<file path="src/hw/rtl/assert_macros.svh">
// assertion macros used by pebe_back
// expects clk and rst_n in the scope of use
`ifndef ASSERT_MACROS_SVH
`define ASSERT_MACROS_SVH

// same-cycle implication
`define CHECK_IMPL(label, ante, cons) \
    label: assert property (@(posedge clk) disable iff (!rst_n) (ante) |-> (cons)) \
        else $error("check failed");

// next-cycle implication
`define CHECK_NEXT(label, ante, cons) \
    label: assert property (@(posedge clk) disable iff (!rst_n) (ante) |=> (cons)) \
        else $error("check failed");

`endif

</file>
<file path="src/hw/rtl/pebe_pkg.sv">
// types, codes and defaults of the pulse event bytecode encoder
// no dependencies
package pebe_pkg;

    localparam int SYNTH_CHANNELS_DEF = 22;
    localparam int DAC_CHANNELS_DEF   = 4;
    localparam int TTL_LINES_DEF      = 32;
    localparam int JOB_DEPTH          = 2;
    localparam int RES_DEPTH          = 2;

    localparam logic [2:0] CMD_TTL_WORD   = 3'd0;
    localparam logic [2:0] CMD_TTL_BIT    = 3'd1;
    localparam logic [2:0] CMD_FREQ       = 3'd2;
    localparam logic [2:0] CMD_AMP        = 3'd3;
    localparam logic [2:0] CMD_DAC        = 3'd4;
    localparam logic [2:0] CMD_CLOCK      = 3'd5;
    localparam logic [2:0] CMD_WAIT_UNTIL = 3'd6;

    localparam logic [3:0] OP_TTLALL    = 4'd0;
    localparam logic [3:0] OP_TTL2      = 4'd1;
    localparam logic [3:0] OP_TTL4      = 4'd2;
    localparam logic [3:0] OP_TTL5      = 4'd3;
    localparam logic [3:0] OP_WAIT      = 4'd4;
    localparam logic [3:0] OP_WAIT2     = 4'd5;
    localparam logic [3:0] OP_CLOCK     = 4'd6;
    localparam logic [3:0] OP_FREQ      = 4'd7;
    localparam logic [3:0] OP_AMP       = 4'd8;
    localparam logic [3:0] OP_FREQ_D7   = 4'd9;
    localparam logic [3:0] OP_FREQ_D15  = 4'd10;
    localparam logic [3:0] OP_FREQ_D23  = 4'd11;
    localparam logic [3:0] OP_AMP_D7    = 4'd12;
    localparam logic [3:0] OP_DAC       = 4'd13;
    localparam logic [3:0] OP_DAC_D10   = 4'd14;

    localparam logic [60:0] GAP_MAX = '1;

    typedef struct packed {
        logic [2:0]  cmd;
        logic [63:0] event_time;
        logic [4:0]  channel;
        logic [31:0] value;
    } item_t;

    typedef struct packed {
        logic [3:0]  opcode;
        logic [3:0]  delay_field;
        logic [4:0]  chan_field;
        logic [31:0] payload;
        logic [4:0]  bit_a;
        logic [4:0]  bit_b;
        logic [4:0]  bit_c;
        logic [4:0]  bit_d;
        logic [4:0]  bit_e;
        logic        last;
    } result_t;

    typedef struct packed {
        logic [60:0] gap;
        logic        has_inst;
        logic        wait_until;
        logic [3:0]  inst_slack;
        result_t     inst;
    } job_t;

endpackage

</file>
<file path="src/hw/rtl/pulse_event_bytecode_encoder.sv">
// top level of the pulse event bytecode encoder
// depends on pebe_pkg, pebe_fifo, pebe_front and pebe_back
//
// Events enter through a queue-style port and come out as sequencer instruction
// words, each event giving zero or more words with last set on its final one.
// The front end holds one event at a time, showing full until it is passed on as
// a job or dropped. The back end fetches a job, splits its gap into waits (one
// exponent digit per cycle), then steps through the held word, the sixteen wait
// slots, the short wait and the instruction itself, holding a due word while the
// result queue is full. A timed digital instruction is held back until the next
// instruction or wait-until event, so its word appears with that later event.
module pulse_event_bytecode_encoder #(
    parameter int SYNTH_CHANNELS = pebe_pkg::SYNTH_CHANNELS_DEF,
    parameter int DAC_CHANNELS   = pebe_pkg::DAC_CHANNELS_DEF,
    parameter int TTL_LINES      = pebe_pkg::TTL_LINES_DEF
) (
    input  logic              clk,
    input  logic              rst_n,
    input  pebe_pkg::item_t   item,
    input  logic              push,
    output logic              full,
    input  logic              mask_we,
    input  logic [31:0]       mask_wdata,
    output pebe_pkg::result_t result,
    output logic              empty,
    input  logic              pop
);
    import pebe_pkg::*;

    job_t    fe_job, be_job;
    logic    job_push, job_full, job_pop, job_empty;
    result_t be_res;
    logic    res_push, res_full;

    pebe_front #(
        .SYNTH_CHANNELS(SYNTH_CHANNELS),
        .DAC_CHANNELS  (DAC_CHANNELS),
        .TTL_LINES     (TTL_LINES)
    ) u_front (
        .clk       (clk),
        .rst_n     (rst_n),
        .item      (item),
        .push      (push),
        .full      (full),
        .mask_we   (mask_we),
        .mask_wdata(mask_wdata),
        .job       (fe_job),
        .job_push  (job_push),
        .job_full  (job_full)
    );

    pebe_fifo #(
        .WIDTH($bits(job_t)),
        .DEPTH(JOB_DEPTH)
    ) u_job_q (
        .clk  (clk),
        .rst_n(rst_n),
        .push (job_push),
        .wdata(fe_job),
        .full (job_full),
        .pop  (job_pop),
        .rdata(be_job),
        .empty(job_empty)
    );

    pebe_back u_back (
        .clk      (clk),
        .rst_n    (rst_n),
        .job      (be_job),
        .job_empty(job_empty),
        .job_pop  (job_pop),
        .res      (be_res),
        .res_push (res_push),
        .res_full (res_full)
    );

    pebe_fifo #(
        .WIDTH($bits(result_t)),
        .DEPTH(RES_DEPTH)
    ) u_res_q (
        .clk  (clk),
        .rst_n(rst_n),
        .push (res_push),
        .wdata(be_res),
        .full (res_full),
        .pop  (pop),
        .rdata(result),
        .empty(empty)
    );

endmodule

</file>
<file path="src/hw/rtl/pebe_fifo.sv">
// small first-in first-out queue of packed words
// no package dependencies
module pebe_fifo #(
    parameter int WIDTH = 8,
    parameter int DEPTH = 2
) (
    input  logic             clk,
    input  logic             rst_n,
    input  logic             push,
    input  logic [WIDTH-1:0] wdata,
    output logic             full,
    input  logic             pop,
    output logic [WIDTH-1:0] rdata,
    output logic             empty
);

    localparam int PW = (DEPTH > 1) ? $clog2(DEPTH) : 1;
    localparam int CW = $clog2(DEPTH + 1);

    logic [WIDTH-1:0] mem_reg [DEPTH];
    logic [PW-1:0]    wr_ptr_reg, rd_ptr_reg;
    logic [CW-1:0]    count_reg;
    logic             do_push, do_pop;

    assign full    = (count_reg == CW'(DEPTH));
    assign empty   = (count_reg == '0);
    assign do_push = push && !full;
    assign do_pop  = pop && !empty;
    assign rdata   = mem_reg[rd_ptr_reg];

    always_ff @(posedge clk)
    begin
        if (do_push)
        begin
            mem_reg[wr_ptr_reg] <= wdata;
        end
    end

    always_ff @(posedge clk or negedge rst_n)
    begin
        if (!rst_n)
        begin
            wr_ptr_reg <= '0;
            rd_ptr_reg <= '0;
            count_reg  <= '0;
        end
        else
        begin
            if (do_push)
            begin
                wr_ptr_reg <= (wr_ptr_reg == PW'(DEPTH - 1)) ? '0 : wr_ptr_reg + 1'b1;
            end
            if (do_pop)
            begin
                rd_ptr_reg <= (rd_ptr_reg == PW'(DEPTH - 1)) ? '0 : rd_ptr_reg + 1'b1;
            end
            if (do_push && !do_pop)
            begin
                count_reg <= count_reg + 1'b1;
            end
            else if (do_pop && !do_push)
            begin
                count_reg <= count_reg - 1'b1;
            end
        end
    end

endmodule

</file>
<file path="src/hw/rtl/pebe_front.sv">
// front end: accepts events, keeps channel state and time, builds jobs
// depends on pebe_pkg
module pebe_front #(
    parameter int SYNTH_CHANNELS = 22,
    parameter int DAC_CHANNELS   = 4,
    parameter int TTL_LINES      = 32
) (
    input  logic           clk,
    input  logic           rst_n,
    input  pebe_pkg::item_t item,
    input  logic           push,
    output logic           full,
    input  logic           mask_we,
    input  logic [31:0]    mask_wdata,
    output pebe_pkg::job_t job,
    output logic           job_push,
    input  logic           job_full
);
    import pebe_pkg::*;

    localparam int SCW = (SYNTH_CHANNELS > 1) ? $clog2(SYNTH_CHANNELS) : 1;
    localparam int DCW = (DAC_CHANNELS > 1) ? $clog2(DAC_CHANNELS) : 1;
    localparam logic [31:0] LINE_MASK = 32'((64'd1 << TTL_LINES) - 64'd1);

    item_t       item_reg;
    logic        busy_reg;
    logic [31:0] mask_reg;
    logic [63:0] time_reg;
    logic [31:0] ttl_reg;
    logic        ttl_wr_reg;
    logic [30:0] freq_reg [SYNTH_CHANNELS];
    logic [11:0] amp_reg  [SYNTH_CHANNELS];
    logic        freq_wr_reg [SYNTH_CHANNELS];
    logic        amp_wr_reg  [SYNTH_CHANNELS];
    logic [15:0] dac_reg  [DAC_CHANNELS];
    logic        dac_wr_reg  [DAC_CHANNELS];

    logic [63:0] gap_raw;
    logic [60:0] gap;
    logic [31:0] en, cur_m, ttl_new, changes, cw;
    logic [5:0]  nchg;
    logic [4:0]  bits [5];
    logic [SCW-1:0] sci;
    logic [DCW-1:0] dci;
    logic [30:0] fr;
    logic [31:0] fd;
    logic [11:0] av;
    logic [15:0] ad, dv, dd;
    logic        drop, go, ttl_touch;
    logic [5:0]  dur;
    result_t     inst;
    logic [3:0]  slack;

    function automatic logic [4:0] lowest(input logic [31:0] x);
        logic [4:0] n;
        n = 5'd31;
        for (int k = 31; k >= 0; k--)
        begin
            if (x[k])
            begin
                n = 5'(k);
            end
        end
        return n;
    endfunction

    assign full = busy_reg;
    assign sci  = item_reg.channel[SCW-1:0];
    assign dci  = item_reg.channel[DCW-1:0];

    always_comb
    begin
        gap_raw = (item_reg.event_time > time_reg) ? item_reg.event_time - time_reg : '0;
        gap     = (gap_raw > {3'b0, GAP_MAX}) ? GAP_MAX : gap_raw[60:0];
        en      = mask_reg & LINE_MASK;
        cur_m   = ttl_reg & en;
        if (item_reg.cmd == CMD_TTL_WORD)
        begin
            ttl_new = item_reg.value & ~32'd1 & en;
        end
        else if (item_reg.value != '0)
        begin
            ttl_new = (ttl_reg | (32'd1 << item_reg.channel)) & en;
        end
        else
        begin
            ttl_new = (ttl_reg & ~(32'd1 << item_reg.channel)) & en;
        end
        changes = ttl_wr_reg ? (ttl_new ^ cur_m) : ttl_new;
        nchg    = 6'($countones(changes));
        cw      = changes;
        for (int k = 0; k < 5; k++)
        begin
            if (cw != '0)
            begin
                bits[k] = lowest(cw);
                cw      = cw & (cw - 32'd1);
            end
            else
            begin
                bits[k] = (k > 0) ? bits[(k > 0) ? k - 1 : 0] : 5'd0;
            end
        end

        fr = (item_reg.value > 32'h7fffffff) ? 31'h7fffffff : item_reg.value[30:0];
        fd = {1'b0, fr} - {1'b0, freq_reg[sci]};
        av = (item_reg.value > 32'd4095) ? 12'd4095 : item_reg.value[11:0];
        ad = {4'b0, av} - {4'b0, amp_reg[sci]};
        dv = (item_reg.value > 32'hffff) ? 16'hffff : item_reg.value[15:0];
        dd = dv - dac_reg[dci];

        inst      = '0;
        slack     = '0;
        drop      = 1'b0;
        dur       = '0;
        ttl_touch = 1'b0;
        case (item_reg.cmd)
            CMD_TTL_WORD, CMD_TTL_BIT:
            begin
                if (item_reg.cmd == CMD_TTL_BIT && {1'b0, item_reg.channel} >= 6'(TTL_LINES))
                begin
                    drop = 1'b1;
                end
                else
                begin
                    ttl_touch = 1'b1;
                    drop      = (ttl_new == cur_m) && ttl_wr_reg;
                    dur       = 6'd3;
                    if (nchg == 6'd1 || nchg == 6'd2)
                    begin
                        inst.opcode = OP_TTL2;
                        inst.bit_a  = bits[0];
                        inst.bit_b  = bits[1];
                        slack       = 4'd3;
                    end
                    else if (nchg == 6'd3 || nchg == 6'd4)
                    begin
                        inst.opcode = OP_TTL4;
                        inst.bit_a  = bits[0];
                        inst.bit_b  = bits[1];
                        inst.bit_c  = bits[2];
                        inst.bit_d  = bits[3];
                    end
                    else if (nchg == 6'd5)
                    begin
                        inst.opcode = OP_TTL5;
                        inst.bit_a  = bits[0];
                        inst.bit_b  = bits[1];
                        inst.bit_c  = bits[2];
                        inst.bit_d  = bits[3];
                        inst.bit_e  = bits[4];
                        slack       = 4'd7;
                    end
                    else
                    begin
                        inst.opcode  = OP_TTLALL;
                        inst.payload = ttl_new;
                        slack        = 4'd15;
                    end
                end
            end
            CMD_FREQ:
            begin
                drop            = ({1'b0, item_reg.channel} >= 6'(SYNTH_CHANNELS))
                                  || (freq_wr_reg[sci] && fr == freq_reg[sci]);
                dur             = 6'd50;
                inst.chan_field = item_reg.channel;
                if (fd <= 32'h3f || fd >= 32'hffffffc0)
                begin
                    inst.opcode  = OP_FREQ_D7;
                    inst.payload = fd & 32'h7f;
                end
                else if (fd <= 32'h3fff || fd >= 32'hffffc000)
                begin
                    inst.opcode  = OP_FREQ_D15;
                    inst.payload = fd & 32'h7fff;
                end
                else if (fd <= 32'h003fffff || fd >= 32'hffc00000)
                begin
                    inst.opcode  = OP_FREQ_D23;
                    inst.payload = fd & 32'h7fffff;
                end
                else
                begin
                    inst.opcode  = OP_FREQ;
                    inst.payload = {1'b0, fr};
                end
            end
            CMD_AMP:
            begin
                drop            = ({1'b0, item_reg.channel} >= 6'(SYNTH_CHANNELS))
                                  || (amp_wr_reg[sci] && av == amp_reg[sci]);
                dur             = 6'd50;
                inst.chan_field = item_reg.channel;
                if (ad <= 16'h3f || ad >= 16'hffc0)
                begin
                    inst.opcode  = OP_AMP_D7;
                    inst.payload = {25'b0, ad[6:0]};
                end
                else
                begin
                    inst.opcode  = OP_AMP;
                    inst.payload = {20'b0, av};
                end
            end
            CMD_DAC:
            begin
                drop            = ({1'b0, item_reg.channel} >= 6'(DAC_CHANNELS))
                                  || (dac_wr_reg[dci] && dv == dac_reg[dci]);
                dur             = 6'd45;
                inst.chan_field = {3'b0, item_reg.channel[1:0]};
                if (dd <= 16'h1ff || dd >= 16'hfe00)
                begin
                    inst.opcode  = OP_DAC_D10;
                    inst.payload = {22'b0, dd[9:0]};
                end
                else
                begin
                    inst.opcode  = OP_DAC;
                    inst.payload = {16'b0, dv};
                end
            end
            CMD_CLOCK:
            begin
                dur          = 6'd5;
                inst.opcode  = OP_CLOCK;
                inst.payload = {24'b0, item_reg.value[7:0] - 8'd1};
            end
            CMD_WAIT_UNTIL:
            begin
                dur = '0;
            end
            default:
            begin
                drop = 1'b1;
            end
        endcase

        job.gap        = gap;
        job.has_inst   = (item_reg.cmd != CMD_WAIT_UNTIL);
        job.wait_until = (item_reg.cmd == CMD_WAIT_UNTIL);
        job.inst_slack = slack;
        job.inst       = inst;
    end

    assign go       = busy_reg && (drop || !job_full);
    assign job_push = busy_reg && !drop && !job_full;

    always_ff @(posedge clk)
    begin
        if (push && !busy_reg)
        begin
            item_reg <= item;
        end
    end

    always_ff @(posedge clk or negedge rst_n)
    begin
        if (!rst_n)
        begin
            busy_reg   <= 1'b0;
            mask_reg   <= 32'd1;
            time_reg   <= '0;
            ttl_reg    <= '0;
            ttl_wr_reg <= 1'b0;
            for (int k = 0; k < SYNTH_CHANNELS; k++)
            begin
                freq_reg[k]    <= '0;
                amp_reg[k]     <= '0;
                freq_wr_reg[k] <= 1'b0;
                amp_wr_reg[k]  <= 1'b0;
            end
            for (int k = 0; k < DAC_CHANNELS; k++)
            begin
                dac_reg[k]    <= '0;
                dac_wr_reg[k] <= 1'b0;
            end
        end
        else
        begin
            if (mask_we)
            begin
                mask_reg <= mask_wdata;
            end
            if (push && !busy_reg)
            begin
                busy_reg <= 1'b1;
            end
            else if (go)
            begin
                busy_reg <= 1'b0;
                if (ttl_touch)
                begin
                    ttl_reg <= drop ? cur_m : ttl_new;
                end
                if (!drop)
                begin
                    time_reg <= time_reg + {3'b0, gap} + {58'b0, dur};
                    case (item_reg.cmd)
                        CMD_TTL_WORD, CMD_TTL_BIT:
                        begin
                            ttl_wr_reg <= 1'b1;
                        end
                        CMD_FREQ:
                        begin
                            freq_reg[sci]    <= fr;
                            freq_wr_reg[sci] <= 1'b1;
                        end
                        CMD_AMP:
                        begin
                            amp_reg[sci]    <= av;
                            amp_wr_reg[sci] <= 1'b1;
                        end
                        CMD_DAC:
                        begin
                            dac_reg[dci]    <= dv;
                            dac_wr_reg[dci] <= 1'b1;
                        end
                        default:
                        begin
                        end
                    endcase
                end
            end
        end
    end

endmodule

</file>
<file path="src/hw/rtl/pebe_back.sv">
// back end: splits gaps into waits, folds slack, emits result words
// depends on pebe_pkg and assert_macros.svh
module pebe_back (
    input  logic             clk,
    input  logic             rst_n,
    input  pebe_pkg::job_t   job,
    input  logic             job_empty,
    output logic             job_pop,
    output pebe_pkg::result_t res,
    output logic             res_push,
    input  logic             res_full
);
    import pebe_pkg::*;

    typedef enum logic [2:0] {
        S_IDLE, S_SPLIT, S_HELD, S_WAIT, S_SHORT, S_MAIN
    } state_t;

    state_t      state_reg;
    job_t        job_reg;
    logic [60:0] dt_reg;
    logic [3:0]  idx_reg;
    logic [15:0] times_reg [16];
    logic [15:0] tmask_reg;
    logic [10:0] short_reg;
    logic        short_v_reg;
    result_t     held_reg;
    logic        held_v_reg;
    logic [3:0]  slack_reg;

    logic [5:0]  sh;
    logic [63:0] thr, lowm;
    logic [60:0] dt_hi;
    logic [15:0] below;
    logic        main_put, want, stall;

    assign sh       = 6'(idx_reg) * 6'd3;
    assign thr      = 64'h2000 << sh;
    assign lowm     = (64'd1 << sh) - 64'd1;
    assign dt_hi    = dt_reg >> sh;
    assign below    = tmask_reg & ((16'd1 << idx_reg) - 16'd1);
    assign main_put = job_reg.has_inst && (job_reg.inst_slack == 4'd0);
    assign job_pop  = (state_reg == S_IDLE) && !job_empty;

    always_comb
    begin
        res  = '0;
        want = 1'b0;
        case (state_reg)
            S_HELD:
            begin
                want     = held_v_reg && ((tmask_reg != '0) || short_v_reg
                           || job_reg.has_inst || job_reg.wait_until);
                res      = held_reg;
                res.last = !((tmask_reg != '0) || short_v_reg || main_put);
            end
            S_WAIT:
            begin
                want            = tmask_reg[idx_reg];
                res.opcode      = OP_WAIT;
                res.delay_field = idx_reg;
                res.payload     = {16'b0, times_reg[idx_reg]};
                res.last        = (below == '0) && !short_v_reg && !main_put;
            end
            S_SHORT:
            begin
                want            = short_v_reg;
                res.opcode      = OP_WAIT2;
                res.delay_field = 4'd1;
                res.payload     = {21'b0, short_reg};
                res.last        = !main_put;
            end
            S_MAIN:
            begin
                want     = main_put;
                res      = job_reg.inst;
                res.last = 1'b1;
            end
            default:
            begin
                want = 1'b0;
            end
        endcase
    end

    assign stall    = want && res_full;
    assign res_push = want && !res_full;

    always_ff @(posedge clk)
    begin
        if (state_reg == S_SPLIT && dt_reg != '0 && dt_reg > {57'b0, slack_reg}
            && idx_reg != '0 && {3'b0, dt_reg} >= thr)
        begin
            times_reg[idx_reg] <= dt_hi[15:0];
        end
        else if (state_reg == S_SPLIT && dt_reg != '0 && dt_reg > {57'b0, slack_reg}
                 && idx_reg == '0)
        begin
            times_reg[0] <= dt_reg[15:0];
        end
    end

    always_ff @(posedge clk or negedge rst_n)
    begin
        if (!rst_n)
        begin
            state_reg   <= S_IDLE;
            job_reg     <= '0;
            dt_reg      <= '0;
            idx_reg     <= '0;
            tmask_reg   <= '0;
            short_reg   <= '0;
            short_v_reg <= 1'b0;
            held_reg    <= '0;
            held_v_reg  <= 1'b0;
            slack_reg   <= '0;
        end
        else
        begin
            case (state_reg)
                S_IDLE:
                begin
                    if (!job_empty)
                    begin
                        job_reg     <= job;
                        dt_reg      <= job.gap;
                        idx_reg     <= 4'd15;
                        tmask_reg   <= '0;
                        short_v_reg <= 1'b0;
                        state_reg   <= S_SPLIT;
                    end
                end
                S_SPLIT:
                begin
                    if (dt_reg == '0)
                    begin
                        idx_reg   <= 4'd15;
                        state_reg <= S_HELD;
                    end
                    else if (dt_reg <= {57'b0, slack_reg})
                    begin
                        slack_reg            <= slack_reg - dt_reg[3:0];
                        held_reg.delay_field <= held_reg.delay_field + dt_reg[3:0];
                        idx_reg              <= 4'd15;
                        state_reg            <= S_HELD;
                    end
                    else if (idx_reg != '0)
                    begin
                        if ({3'b0, dt_reg} >= thr)
                        begin
                            tmask_reg[idx_reg] <= 1'b1;
                            dt_reg             <= dt_reg & lowm[60:0];
                        end
                        idx_reg <= idx_reg - 4'd1;
                    end
                    else
                    begin
                        if (dt_reg <= 61'd2047 + {57'b0, slack_reg})
                        begin
                            held_reg.delay_field <= held_reg.delay_field + slack_reg;
                            slack_reg            <= '0;
                            short_reg            <= 11'(dt_reg - {57'b0, slack_reg});
                            short_v_reg          <= 1'b1;
                        end
                        else
                        begin
                            tmask_reg[0] <= 1'b1;
                        end
                        dt_reg    <= '0;
                        idx_reg   <= 4'd15;
                        state_reg <= S_HELD;
                    end
                end
                S_HELD:
                begin
                    if (!stall)
                    begin
                        if (want)
                        begin
                            held_v_reg <= 1'b0;
                            slack_reg  <= '0;
                        end
                        state_reg <= S_WAIT;
                    end
                end
                S_WAIT:
                begin
                    if (!stall)
                    begin
                        if (want)
                        begin
                            slack_reg <= '0;
                        end
                        if (idx_reg == '0)
                        begin
                            state_reg <= S_SHORT;
                        end
                        else
                        begin
                            idx_reg <= idx_reg - 4'd1;
                        end
                    end
                end
                S_SHORT:
                begin
                    if (!stall)
                    begin
                        if (want)
                        begin
                            slack_reg <= '0;
                        end
                        state_reg <= S_MAIN;
                    end
                end
                S_MAIN:
                begin
                    if (!stall)
                    begin
                        if (job_reg.has_inst && job_reg.inst_slack != '0)
                        begin
                            held_reg   <= job_reg.inst;
                            held_v_reg <= 1'b1;
                            slack_reg  <= job_reg.inst_slack;
                        end
                        else
                        begin
                            slack_reg <= '0;
                        end
                        state_reg <= S_IDLE;
                    end
                end
                default:
                begin
                    state_reg <= S_IDLE;
                end
            endcase
        end
    end

`include "assert_macros.svh"

    `CHECK_IMPL(a_slack_needs_held, slack_reg != 4'd0, held_v_reg)
    `CHECK_IMPL(a_fold_bound, held_v_reg,
                ({1'b0, held_reg.delay_field} + {1'b0, slack_reg}) <= 5'd15)
    `CHECK_NEXT(a_pop_starts_split, job_pop, state_reg == S_SPLIT)

endmodule

</file>
<file path="config.mk">
export PLATFORM = sky130hd
export DESIGN_NAME = pulse_event_bytecode_encoder
export DESIGN_NICKNAME = d
export VERILOG_FILES = /design/src/hw/rtl/pebe_pkg.sv /design/src/hw/rtl/pulse_event_bytecode_encoder.sv /design/src/hw/rtl/pebe_fifo.sv /design/src/hw/rtl/pebe_front.sv /design/src/hw/rtl/pebe_back.sv
export VERILOG_INCLUDE_DIRS = /design/src /design/src/hw/rtl
export SDC_FILE = /design/constraint.sdc
export NUM_CORES = 2
export LEC_CHECK = 0
export BUFFER_PORTS_ARGS = -buffer_cell sky130_fd_sc_hd__buf_2
export CORE_UTILIZATION = 47
export CTS_CLUSTER_DIAMETER = 80
export CTS_CLUSTER_SIZE = 20
export DETAILED_ROUTE_END_ITERATION = 6
export HOLD_SLACK_MARGIN = 0.12
export SYNTH_ARGS = -nofsm -noshare
export SYNTH_HDL_FRONTEND = slang
export SYNTH_SLANG_ARGS = --single-unit
</file>
<file path="constraint.sdc">
create_clock -name clk -period 17.8 [get_ports clk]
set_input_delay 0.89 -clock clk [delete_from_list [all_inputs] [get_ports clk]]
set_output_delay 0.89 -clock clk [all_outputs]
set_load 0.01 [all_outputs]
</file>
==> Yosys cells after proc, flatten, opt, wreduce, memory -nomap -nowiden <==
Memories as Yosys holds them, arrays and structs flattened.
Cells that the tools add are included.
{ "totals": {"input_bits": 141, "mem_bits_rw": 664, "regBits": 1549, "out_inout_bits": 73, "memories": 3} }
{ "classes": {"addsub": 58, "n_mux": 326, "n_reduce_logical": 109, "eq_ne": 45, "n_lt_le_gt_ge": 27, "n_bitwise": 27, "shift": 5, "mul": 1} }
{ "mem_list": {"columns": ["memory", "depth", "word_bits", "rd", "rd_clocked_by_memory_dff", "wr", "line_no", "rtl"], "rows": [
  ["u_job_q.mem_reg", 2, 133, 1, 0, 1, "pebe_fifo.sv:20", "logic [WIDTH-1:0] mem_reg [DEPTH];"],
  ["u_back.times_reg", 16, 16, 1, 0, 1, "pebe_back.sv:23", "logic [15:0] times_reg [16];"],
  ["u_res_q.mem_reg", 2, 71, 1, 0, 1, "pebe_fifo.sv:20", null]
]} }
{ "op_table": {"columns": ["op", "count"], "rows": [
  ["682-bit bitwise mux", 1],
  ["5-bit 2-to-1 mux", 86],
  ["32-bit 2-to-1 mux", 13],
  ["61-bit 2-to-1 mux", 6],
  ["32-bit AND", 9],
  ["4-bit 2-to-1 mux", 68],
  ["264-bit bitwise mux", 1],
  ["32-bit nonzero test", 6],
  ["16-bit 2-to-1 mux", 10],
  ["32-bit one-hot mux with 5 select lines", 1],
  ["31-bit binary-select mux with 5-bit select", 1],
  ["31-bit demux with 5-bit select", 1],
  ["31-bit 2-to-1 mux", 5],
  ["67-bit 2-to-1 mux", 2],
  ["32-bit one-hot mux with 4 select lines", 1],
  ["32-bit by 1-bit subtractor with 32-bit output, second input constant", 4],
  ["61-bit one-hot mux with 2 select lines", 1],
  ["32-bit greater-or-equal comparator, second input constant", 3],
  ["6-bit adder", 15],
  ["3-bit 2-to-1 mux", 30],
  ["64-bit by 6-bit adder with 64-bit output", 1],
  ["64-bit by 61-bit adder with 64-bit output", 1],
  ["64-bit bitwise mux", 1],
  ["61-bit by 64-bit greater-or-equal comparator with 1-bit output", 1],
  ["122 further kinds", 330]
]} }

==> Logic depth before layout (Yosys ltp) <==
{ "depth": {"depth_word": 56, "mapped_depth": 56, "depth_no_buf": 55} }

==> Modules after synthesis <==
A second synthesis with hierarchy kept.
{ "unflattened": {"cells_unflattened": 10621, "hier_area_um2": 115233.0} }
{ "by_module_without_submodules": {"columns": ["mod", "area_each_um2", "cells_per_inst", "n_inst", "seq_area_each_um2"], "rows": [
  ["pebe_front", 72198.0, 7655, 1, 32852.8],
  ["pebe_back", 27177.3, 2278, 1, 13868.3],
  ["pebe_fifo at u_job_q", 10187.3, 448, 1, 8388.0],
  ["pebe_fifo at u_res_q", 5670.4, 240, 1, 4364.2]
]} }

==> Worst setup path before layout <==
Ideal clock, no wire load.
{ "synth_path": {"path_kind": "flip-flop to flip-flop", "from": "register u_front.item_reg, in the netlist u_front.sci[0]", "to": "memory u_job_q.mem_reg[0][0] (netlist bit) (enable)", "setup_time_ns": 0.626, "arrival_time_ns": 10.764, "stages_incl_launch_ff": 23, "period_less_slack_ns": 11.390, "path_buffers": 9, "path_slack_ns": 6.410, "path_cell_list": "edfxtp_1 clkbuf_1 buf_1 clkbuf_1 clkbuf_1 clkbuf_1 buf_1 mux2i_1 o21ai_0 a21oi_1 o22a_1 ha_1 clkbuf_1 nand4_1 nor2_1 nand4_1 nand3_1 nand3_1 o211ai_1 or3b_2 clkbuf_1 clkbuf_1 nor2_1"} }
{ "synth_via": {"elab_chain_cells": 15, "word_cells_on_any_way": 48, "cone_classes": "order compare (2); eq/ne (4); shift (1); mux (23); bitwise (7); reduce/logical (11)"} }
{ "synth_rtl": {"columns": ["item", "line_no", "rtl"], "rows": [
  ["start: declaration", "pebe_front.sv:25", "item_t item_reg;"],
  ["start signal: assignment", "pebe_front.sv:253", "item_reg <= item;"],
  ["branches (longest 8 deep; another with 31-bit binary-select mux with 5-bit select)", null, null],
  ["1-bit one-hot mux with 5 select lines (*)", "pebe_front.sv:117", "case (item_reg.cmd)"],
  ["1-bit logical NOT (*)", "pebe_front.sv:247", "assign job_push = busy_reg && !drop && !job_full;"],
  ["1-bit logical AND (*) (2 in a row)", "pebe_front.sv:247", null],
  ["1-bit logical AND (*)", "pebe_fifo.sv:27", "assign do_push = push && !full;"],
  ["1-bit 2-to-1 mux (*)", "pebe_fifo.sv:33", "if (do_push)"],
  ["1-bit 2-to-1 mux (implied by the code) (*)", "pebe_fifo.sv:35", "mem_reg[wr_ptr_reg] <= wdata;"],
  ["end: declaration", "pebe_fifo.sv:20", null]
]} }
Every way passes the cells marked *. The select of a mux whose other input is x is not followed.

==> impl_results.md <==
- DR vias/cell: 6.10
- Cell Area, Synth: about 110000 sq um
- Critical Path Most Common Cell: o21ai_0
- Multi-input combinational cell area: between 50000 and 60000 sq um
- Worst Hold Class: in2async
- Most frequent cells in the layout: dfrtp_1, a21oi_1, nor2_1, nand2_1, edfxtp_1
- CTS resizes: 0
- Crit path launch type: flip-flop
- Vias in the first global route: just over 80000
- RSZ-0062 raised after global routing: no
- TritonCTS buffer count: between 100 and 150
- Chip height: approximately 500 um
- DR vias: 84700
- CP Launch Point: u_front.time_reg[1]$_DFFE_PN0P_
- Final ANT Viol Nets: 0
- Mean post-synth cell area: 10.7 sq um
- Setup Skew: roughly 0.051 ns
- Least-Margin Pin Slew: between 1 and 1.5 ns
- CTS tree: yes
- Number of DRC markers in iteration 0: about 8800
- Post-Route Setup TNS: 0 ns
- CP max stage delay: ~0.66 ns
- Num ports: between 200 and 250
- Detailed-placement wirelength estimate: about 240000 um
- Clk pin slew, worst setup/hold paths: 0.08 ns
- Sequential fraction of the synthesis area: 0.517
- Final net count: roughly 11000
- Root Driver: clkbuf_16
- Row count: between 150 and 200
- Reg area: 59000 sq um
- Worst EP arrival: approximately 14 ns
- Sink Count: roughly 2200
- Initial Util: 0.473
- Port bufs: around 210
- Initial antenna violation count: 24
- Drt first pass iters: 6
- Global-route wire length before repair: 533000 um
- Drt total wl: roughly 360000 um
- Max-Cap Viols: 0
- Largest net degree at the start of global routing: roughly 190
- Die X-Extent: roughly 500 um
- Pwr dens: roughly 210 nW/um^2
- Max FFs per register: 682
- Placed cell count: roughly 14000
- CTS Hold Buffers Added: 0
- Min Hold Slack: 0.106 ns
- Tcrit/Tclk final: 0.751
- Yosys warns: 0
- Post-synth EDFFs: 766
- Final Non-Filler Cells: 13900
- Ys flop type: dfrtp_1
- Worst-skew pair later-pin latency: 0.87 ns
- Avg WL per Cell: 25.7 um
- Fill cell total of the finished layout: about 21000
- Asr flop ratio synth: 0.652
- Synth unique cells: roughly 120
- Critical path class: reg2reg
- Post-Synthesis Cells: 10700
- H-Tree Depth: 4
- Outcome: completed
- Final Hold Vio Count: 0
- Setup-failing EPs final: 0
- Area Overhead vs Synth: 8.26%
- Reg2reg start: u_front.time_reg[1]$_DFFE_PN0P_
- Critical path required time: ~19 ns
- Share of cells above drive strength 1: 0.136
- Fmax: 74.8 MHz
- Commonest non-fill, non-tap cell in the layout: dfrtp_1
- Die area: between 200000 and 250000 sq um
- GRT Util Overall: 0.289
- Core area: 241000 sq um
- Leakage: roughly 0.052 uW
- Grt total ovfl: 0
- Clock Path Buffers: 3
- DRC Markers: 0
- Final Core Density: 0.513
- Final min period: around 13 ns
- Max Slew Vio Count: 0
- Syn nets: ~11000
- Max FO, Critical Path: 42
- Max_slew headroom: 0.117
- #FFs+latches synth: between 2000 and 2500
- Crit end category: flip-flop
- Gpl congestion: about 0.96
- Slowest cell on the critical path: o41ai_1
- Max VDD drop: 856 uV
- Setup Buffers After CTS: 0
[per-stage QoR]
stage / setup slack (ns) / power (uW) / instance area [sq um]
final: 4.43 / 26000 / 124000
after global routing: 3.34 / 27700 / 124000
after CTS: 4.61 / 25800 / 123000
after detailed placement: 4.72 / 22200 / 119000
after global placement: 4.85 / 22000 / 119000
after floorplan: 6.41 / 17800 / 114000
[critical path: cells and delay by family, from the launching register on]
| family | cells | cell delay (ns) |
|---|---|---|
| and+or+nand+nor | 8 | 1.19 |
| buffers and inverters | 2 | 0.65 |
| AOI/OAI and AO/OA | 38 | 9.50 |
| adders and majority gates | 3 | 1.10 |
| xor gates and xnor gates | 2 | 0.32 |
| DFF | 1 | 0.37 |
[layout make-up]
type                       instances  area share
clock buffer                     191      0.0318
clock inverter                    54     0.00603
sequential                      2204       0.478
inverter                         346      0.0106
tap                             3185      0.0323
timing repair buffer             440      0.0230
multi-input combinational       7444       0.419
antenna                            5    0.000101
[metal layers]
| layer | up-vias | GRT usage | wire length, um |
|---|---|---|---|
| met5 | - | 0 | 66 |
| met4 | 10 | 0.106 | 13300 |
| met3 | 598 | 0.0421 | 25800 |
| met2 | 3194 | 0.450 | 162000 |
| met1 | 42400 | 0.413 | 155000 |
| li1 | 38400 | - | - |
[cell usage after synthesis, drive strengths merged (192+ instances only)]
library cell,n,area (sq um)
nand2,894,3360
clkbuf,587,2200
ha,378,4730
o21ai,527,2640
a21oi,1433,7180
mux2,192,2160
edfxtp,766,23000
mux2i,245,2450
dfrtp,1437,36000
inv,343,1290
mux4,358,8060
nor2,1400,5260
[final timing paths]
| path | to | slack, ns | cells past startpoint |
|---|---|---|---|
| worst max-delay path | u_front.time_reg[63]$_DFFE_PN0P_ | 4.43 | 53 |
| worst min-delay path | u_front.amp_reg[75]$_DFFE_PN0P_ | 0.11 | 1 |
| worst max register to register | u_front.time_reg[63]$_DFFE_PN0P_ | 4.43 | 53 |
| worst min register to register | u_front.freq_wr_reg[11]$_DFFE_PN0P_ | 0.47 | 1 |
| max in group asynchronous | u_front.freq_reg[301]$_DFFE_PN0P_ | 13.43 | 5 |
| min in group clk | u_front.item_reg[82]$_DFFE_PP_ | 0.21 | 1 |
[cells by family (layout without fill, tap and decap cells)]
group	Yosys count	count (layout)	synth area share
adders and majority gates	425	425	0.0492
DFF	2204	2204	0.517
AOI/OAI and AO/OA	2870	2870	0.151
muxes	795	795	0.111
and+or+nand+nor	3143	3143	0.122
xor gates and xnor gates	211	211	0.0162
other	0	5	0
buffers and inverters	1027	1031	0.0340
[where the power goes]
part | switching (uW) | internal (uW)
registers | 795 | 7070
logic | 9380 | 5210
clock network | 1880 | 1650
Note: power is estimated with default switching activity, not from simulation.
